===== src/luma_sobel_edge_magnitude_macros.svh =====
// Assertion macros for the luma Sobel edge magnitude block.
`ifndef LUMA_SOBEL_EDGE_MAGNITUDE_MACROS_SVH
`define LUMA_SOBEL_EDGE_MAGNITUDE_MACROS_SVH

`ifndef SYNTH

// Same-cycle implication: pre |-> post
`define LSEM_ASSERT_NOW(name, clk, rst_n, pre, post) \
    name: assert property (@(posedge clk) disable iff (!rst_n) (pre) |-> (post)) \
        else $error("lsem assertion failed");

// Next-cycle implication: pre |=> post
`define LSEM_ASSERT_NEXT(name, clk, rst_n, pre, post) \
    name: assert property (@(posedge clk) disable iff (!rst_n) (pre) |=> (post)) \
        else $error("lsem assertion failed");

`else

`define LSEM_ASSERT_NOW(name, clk, rst_n, pre, post)

`define LSEM_ASSERT_NEXT(name, clk, rst_n, pre, post)

`endif

`endif


===== src/lsem_pkg.sv =====
// Shared constants and controller/datapath interface types.
`timescale 1ns / 1ps

package lsem_pkg;

    localparam int DEF_MAX_WIDTH  = 2048;
    localparam int DEF_MAX_HEIGHT = 4096;
    localparam int MIN_DIM        = 3;

    localparam int FRAME_WIDTH_BITS  = 12;
    localparam int FRAME_HEIGHT_BITS = 13;
    localparam logic [FRAME_WIDTH_BITS-1:0]  FRAME_WIDTH_RESET  = 12'd640;
    localparam logic [FRAME_HEIGHT_BITS-1:0] FRAME_HEIGHT_RESET = 13'd480;

    localparam int APB_DATA_BITS = 32;
    localparam int APB_ADDR_BITS = 3;

    typedef enum logic {
        REG_FRAME_WIDTH  = 1'b0,
        REG_FRAME_HEIGHT = 1'b1
    } reg_index_t;

    localparam int PIX_BITS      = 8;
    localparam int LUMA_SUM_BITS = 24;
    localparam logic [15:0] LUMA_W_RED   = 16'd13933;
    localparam logic [15:0] LUMA_W_GREEN = 16'd46871;
    localparam logic [15:0] LUMA_W_BLUE  = 16'd4732;
    localparam logic [LUMA_SUM_BITS-1:0] LUMA_ROUND = 24'd32768;

    localparam int GRAD_BITS = 12;   // signed, |g| <= 1020
    localparam int ABS_BITS  = 10;
    localparam int SQ_BITS   = 2 * ABS_BITS;
    localparam int NORM_BITS = SQ_BITS + 1;
    localparam int ROOT_BITS = 11;   // root of a 21-bit value
    localparam int ROOT_SQ_BITS = 2 * ROOT_BITS;
    localparam logic [ROOT_BITS-1:0] ROOT_FIRST_BIT = {1'b1, {(ROOT_BITS-1){1'b0}}};
    localparam logic [PIX_BITS-1:0]  PIX_MAX = {PIX_BITS{1'b1}};

    typedef struct packed {
        logic restart;
        logic load;
        logic fetch;
        logic luma;
        logic grad;
        logic square;
        logic root_step;
        logic round;
        logic emit;
    } lsem_cmd_t;

    typedef struct packed {
        logic interior;
        logic root_last;
        logic out_busy;
    } lsem_status_t;

endpackage


===== src/lsem_ctrl.sv =====
// Sequencer that walks one pixel item at a time through the datapath.
`timescale 1ns / 1ps
`include "luma_sobel_edge_magnitude_macros.svh"

module lsem_ctrl
    import lsem_pkg::*;
(
    input  logic         clk,
    input  logic         rst_n,
    input  logic         in_valid,
    output logic         in_stall,
    input  logic         cfg_restart,
    input  lsem_status_t status,
    output lsem_cmd_t    cmd
);

    typedef enum logic [2:0] {
        S_IDLE,
        S_FETCH,
        S_LUMA,
        S_GRAD,
        S_SQUARE,
        S_ROOT,
        S_ROUND,
        S_EMIT
    } state_t;

    state_t state_reg;
    logic   in_stall_reg;

    assign in_stall = in_stall_reg;

    always_comb
    begin
        cmd         = '0;
        cmd.restart = cfg_restart;
        unique case (state_reg)
            S_IDLE:   cmd.load      = in_valid && !in_stall_reg;
            S_FETCH:  cmd.fetch     = 1'b1;
            S_LUMA:   cmd.luma      = 1'b1;
            S_GRAD:   cmd.grad      = 1'b1;
            S_SQUARE: cmd.square    = 1'b1;
            S_ROOT:   cmd.root_step = 1'b1;
            S_ROUND:  cmd.round     = 1'b1;
            S_EMIT:   cmd.emit      = !status.out_busy;
            default:  cmd           = '0;
        endcase
    end

    always_ff @(posedge clk or negedge rst_n)
    begin
        if (!rst_n)
        begin
            state_reg    <= S_IDLE;
            in_stall_reg <= 1'b0;
        end
        else
        begin
            unique case (state_reg)
                S_IDLE:
                begin
                    if (in_valid && !in_stall_reg)
                    begin
                        state_reg    <= S_FETCH;
                        in_stall_reg <= 1'b1;
                    end
                end
                S_FETCH:  state_reg <= S_LUMA;
                S_LUMA:   state_reg <= S_GRAD;
                S_GRAD:
                begin
                    // border pixels end here with no result
                    if (status.interior)
                    begin
                        state_reg <= S_SQUARE;
                    end
                    else
                    begin
                        state_reg    <= S_IDLE;
                        in_stall_reg <= 1'b0;
                    end
                end
                S_SQUARE: state_reg <= S_ROOT;
                S_ROOT:
                begin
                    if (status.root_last)
                    begin
                        state_reg <= S_ROUND;
                    end
                end
                S_ROUND:  state_reg <= S_EMIT;
                S_EMIT:
                begin
                    if (!status.out_busy)
                    begin
                        state_reg    <= S_IDLE;
                        in_stall_reg <= 1'b0;
                    end
                end
                default:
                begin
                    state_reg    <= S_IDLE;
                    in_stall_reg <= 1'b0;
                end
            endcase
        end
    end

    `LSEM_ASSERT_NEXT(a_accept_stalls, clk, rst_n, in_valid && !in_stall, in_stall)
    `LSEM_ASSERT_NEXT(a_emit_frees_input, clk, rst_n, cmd.emit, !in_stall)
    `LSEM_ASSERT_NOW(a_one_step_at_a_time, clk, rst_n, in_stall, !cmd.load)

endmodule


===== config.mk =====
export PLATFORM = sky130hd
export DESIGN_NAME = lsem_ctrl
export DESIGN_NICKNAME = d
export VERILOG_FILES = /design/src/lsem_pkg.sv /design/src/lsem_ctrl.sv
export VERILOG_INCLUDE_DIRS = /design/src /design/src/src
export SDC_FILE = /design/constraint.sdc
export NUM_CORES = 1
export LEC_CHECK = 0
export BUFFER_PORTS_ARGS = -buffer_cell sky130_fd_sc_hd__buf_2
export CAP_MARGIN = 20
export CORE_AREA = 2 2 39 41
export CTS_BUF_LIST = sky130_fd_sc_hd__clkbuf_16
export DETAILED_ROUTE_END_ITERATION = 7
export DIE_AREA = 0 0 41 43
export PLACE_DENSITY = 0.42
export SKIP_LAST_GASP = 1
export SLEW_MARGIN = 40
export SYNTH_ARGS = -nofsm -noshare
export SYNTH_HDL_FRONTEND = slang
export SYNTH_SLANG_ARGS = --single-unit

===== constraint.sdc =====
create_clock -name clk -period 1.3 [get_ports clk]
set_clock_uncertainty 0.1 [all_clocks]
set_input_delay 0.13 -clock clk [delete_from_list [all_inputs] [get_ports clk]]
set_output_delay 0.13 -clock clk [all_outputs]
set_load 0.01 [all_outputs]

==> results_tabular.tex <==
\begin{tabular}{lr}
\hline
Metric & Value \\
\hline
\multicolumn{2}{l}{\textbf{CTS}} \\
\quad Clock insertion delay at the later pin of the skew report & 220 ps \\
\quad CTS H-tree lvls & 1 \\
\quad Clock buffer count from CTS & 3 \\
\quad Number of sinks handled by clock tree synthesis & 4 \\
\quad TritonCTS clock tree & yes \\
\quad Reg clk slew, reported paths & 30 ps \\
\quad Maximum buffer depth of the clock tree & 2 \\
\quad CTS root buffer & sky130\_fd\_sc\_hd\_\_clkbuf\_16 \\
\multicolumn{2}{l}{\textbf{Synthesis}} \\
\quad Number of enable flip-flop cells after synthesis & 0 \\
\quad Netlist area before placement & 291.5 um2 \\
\quad Ranking of synthesized cells by area & sky130\_fd\_sc\_hd\_\_dfrtp\_1 34\%, sky130\_fd\_sc\_hd\_\_buf\_6 7.7\%, sky130\_fd\_sc\_hd\_\_a21oi\_2 6.0\% \\
\quad Main flop type after synthesis & sky130\_fd\_sc\_hd\_\_dfrtp\_1 \\
\quad Flip-flop and latch count after synthesis & 4 \\
\quad Number of distinct standard cells referenced by the synthesized netlist & 20 \\
\quad Warnings, synthesis & 0 \\
\quad Async set-or-reset flop fraction in the synthesized netlist & 1.000 \\
\quad Mean area per synthesized cell & 9.110 um2 \\
\quad Most numerous cell in the Yosys netlist & sky130\_fd\_sc\_hd\_\_dfrtp\_1 \\
\quad Mapped Cells & 32 \\
\quad Top-area cell type share of the netlist area & 0.3433 \\
\quad Share of synthesized area occupied by flip-flops and latches & 0.3433 \\
\quad Mapped Nets & 39 \\
\quad Commonest cells in the synthesized netlist & 4 x sky130\_fd\_sc\_hd\_\_dfrtp\_1, 3 x sky130\_fd\_sc\_hd\_\_nor3\_1 \\
\quad Largest area contributor in the synthesized netlist & sky130\_fd\_sc\_hd\_\_dfrtp\_1 \\
\multicolumn{2}{l}{\textbf{Floorplan}} \\
\quad Total I/O pin count & 17 \\
\quad Die extent in x & 41 um \\
\quad Starting utilization of the core area & 0.2107 \\
\quad Die Y & 43 um \\
\quad Number of rows in the core area & 14 \\
\quad Floorplan die area & 1763 um2 \\
\quad Area of the core & 1384 um2 \\
\multicolumn{2}{l}{\textbf{Cells and area}} \\
\quad Synthesis-to-finish area growth & 81.54\% \\
\quad Share of the core filled with cells in the final layout & 0.3825 \\
\quad Final net count & 63 \\
\quad Flip-flop count of the largest register, all copies and words added & 3 \\
\quad Number of antenna diodes & 0 \\
\quad Proportion of layout cells with a drive suffix above 1 & 0.7037 \\
\quad Cell area after layout & 529.3 um2 \\
\multicolumn{2}{l}{\textbf{Setup path}} \\
\quad Worst-path fanout max & 4 \\
\quad Critical Path End & cmd[5] \\
\quad FF-to-FF End & in\_stall \\
\quad Internal reg-to-reg setup slack & 70 ps \\
\quad R2R depth & 4 \\
\quad Reg2Reg Launch Point & state\_reg[0] \\
\quad Category of the most critical setup path & flip-flop to output pin \\
\quad Startpoint type of the worst setup path & flip-flop \\
\quad Endpoint class of the critical path & output pin \\
\quad Crit path launch & state\_reg[2] \\
\quad Data required time of the worst path & 1070 ps \\
\quad Arrival time of data at the critical path endpoint & 1110 ps \\
\multicolumn{2}{l}{\textbf{Power and ir drop}} \\
\quad Static power due to leakage & 0.2500 nW \\
\quad Total power per unit cell area & 2915 nW/um2 \\
\quad VDD IR max & 1.028 mV \\
\quad Post-layout total power & 0.001543 W \\
\multicolumn{2}{l}{\textbf{Worst hold path}} \\
\quad Launch instance of the worst min-delay path & status[2] \\
\quad Kind of path behind the tightest hold check & input port to flip-flop \\
\multicolumn{2}{l}{\textbf{STA}} \\
\quad Final Setup Violations & 4 \\
\quad Rel. slew slack & 0.8677 \\
\quad Final total negative setup slack & -84.02 ps \\
\quad Setup repair after global routing missed its margin & true \\
\quad Shortest period the worst path allows & 1337 ps \\
\quad Transition time at the pin with the least slew margin & 196.8 ps \\
\quad Number of max-slew violations in the final report & 0 \\
\quad Final Hold Violating Endpoints & 0 \\
\quad Post-route clock period utilization & 1.028 \\
\quad Fin worst setup slack & -36.97 ps \\
\quad Fmax & 748.0 MHz \\
\multicolumn{2}{l}{\textbf{Route}} \\
\quad DRC errors left & 0 \\
\quad Number of violations reported at the end of detailed-routing iteration 0 & 1 \\
\quad Routed wire per std cell & 10.71 um \\
\quad Post-route antenna net violation count & 0 \\
\quad Via density per instance & 4.443 \\
\quad Number of iterations in the first detailed-routing pass & 2 \\
\quad Detailed-route via count & 311 \\
\quad Total wire length & 750 um \\
\multicolumn{2}{l}{\textbf{Global route}} \\
\quad Vias in the first global route & 320 \\
\quad Global-route total usage across every layer & 0.1057 \\
\quad Maximum number of pins on one net before global-route repair & 8 \\
\quad GR Overflow Total & 0 \\
\quad Number of antenna violations at the first check in global routing & 0 \\
\quad Wire length of the first global-routing pass & 1207 um \\
\multicolumn{2}{l}{\textbf{Placed design}} \\
\quad Post-DP HPWL & 520.6 um \\
\quad Placer Congestion & 0.6304 \\
\quad DP Area & 359.1 um2 \\
\quad \# port buffers & 14 \\
\multicolumn{2}{l}{\textbf{Outcome}} \\
\quad Failing checks & setup timing \\
\quad Run status & finished, violations left \\
\multicolumn{2}{l}{\textbf{Run}} \\
\quad \# Max-Cap Violations & 0 \\
\hline
\end{tabular}
layout by cell type (no fill, tap or decap):
cell and count:
sky130_fd_sc_hd__nand3_1 1, sky130_fd_sc_hd__a21oi_2 2, sky130_fd_sc_hd__dfrtp_2 2, sky130_fd_sc_hd__nand2_2 1, sky130_fd_sc_hd__inv_1 1, sky130_fd_sc_hd__nand2b_2 1, sky130_fd_sc_hd__nor2_1 1, sky130_fd_sc_hd__buf_6 3
sky130_fd_sc_hd__a2bb2oi_1 1, sky130_fd_sc_hd__clkbuf_16 3, sky130_fd_sc_hd__inv_2 1, sky130_fd_sc_hd__o21ai_0 2, sky130_fd_sc_hd__o31a_1 1, sky130_fd_sc_hd__dfrtp_1 2, sky130_fd_sc_hd__buf_2 12, sky130_fd_sc_hd__inv_4 1
sky130_fd_sc_hd__buf_4 6, sky130_fd_sc_hd__nand2_1 1, sky130_fd_sc_hd__o22ai_2 1, sky130_fd_sc_hd__nor3_1 3, sky130_fd_sc_hd__nor3_2 1, sky130_fd_sc_hd__a21oi_1 2, sky130_fd_sc_hd__nand2b_4 1, sky130_fd_sc_hd__dlygate4sd3_1 1
sky130_fd_sc_hd__nor4_2 1, sky130_fd_sc_hd__and3_4 2
per-stage QoR:
step | hold slack, ps | setup slack (ps) | std cells
floorplan | -265.6 | 116.5 | 32
global placement | -160.8 | 100.0 | 60
detailed placement | -162.7 | 69.43 | 60
CTS | 101.9 | -38.14 | 69
global route | 132.7 | -81.76 | 70
finish | 108.3 | -36.97 | 70
final cells by class:
| class | instances | area [um2] |
|---|---|---|
| Fill cell | 147 | 854.6 |
| Multi-Input combinational cell | 22 | 168.9 |
| Timing Repair Buffer | 22 | 148.9 |
| Sequential cell | 4 | 102.6 |
| Clock buffer | 3 | 75.07 |
| Tap cell | 16 | 20.02 |
| Inverter | 3 | 13.76 |
worst min-delay path by stage:
| stage | endpoint | slack (ps) | depth (start not counted) |
|---|---|---|---|
| after floorplan | in_stall | -270 | 0 |
| after global placement | state_reg[1] | -160 | 1 |
| after detailed placement | state_reg[0] | -160 | 1 |
| after CTS | state_reg[2] | 100 | 3 |
| after global routing | state_reg[2] | 130 | 3 |
| final | state_reg[2] | 110 | 3 |
worst max-delay path, stage by stage, from the launching register on:
cell and delay (ps):
sky130_fd_sc_hd__dfrtp_1 410, sky130_fd_sc_hd__buf_4 160, sky130_fd_sc_hd__nor3_1 160, sky130_fd_sc_hd__buf_2 150
metal layers:
metal | routed length (um) | vias up | global-route usage
met3 | 33 | 0 | 0.03141
met1 | 303 | 149 | 0.1169
met4 | 0 | 0 | 0.08000
met5 | 0 | - | 0
li1 | - | 157 | -
met2 | 413 | 5 | 0.1594
report_power, final:
part	internal, W	switching [W]	total (W)
combinational	0.000421	0.000351	0.000772
clock	0.000392	0.0000786	0.000471
sequential	0.000196	0.000103	0.000299
logic make-up (layout without fill, tap and decap cells):
logic type	Yosys count	in the layout	share of synthesized area
AO/OA/AOI/OAI	9	9	0.2318
AND/OR/NAND/NOR	13	13	0.2832
flip-flops	4	4	0.3434
buffers and inverters	6	28	0.1416
repair_timing:
item	4_1_cts	5_1_grt
cloned	0	0
gates resized for setup	9	4
hold endpoints to repair	4	0
pin swaps	0	2
hold buffers	1	0
setup buffers	5	1
setup endpoints to repair	8	9
No activity file was read; power rests on OpenSTA's default activity.
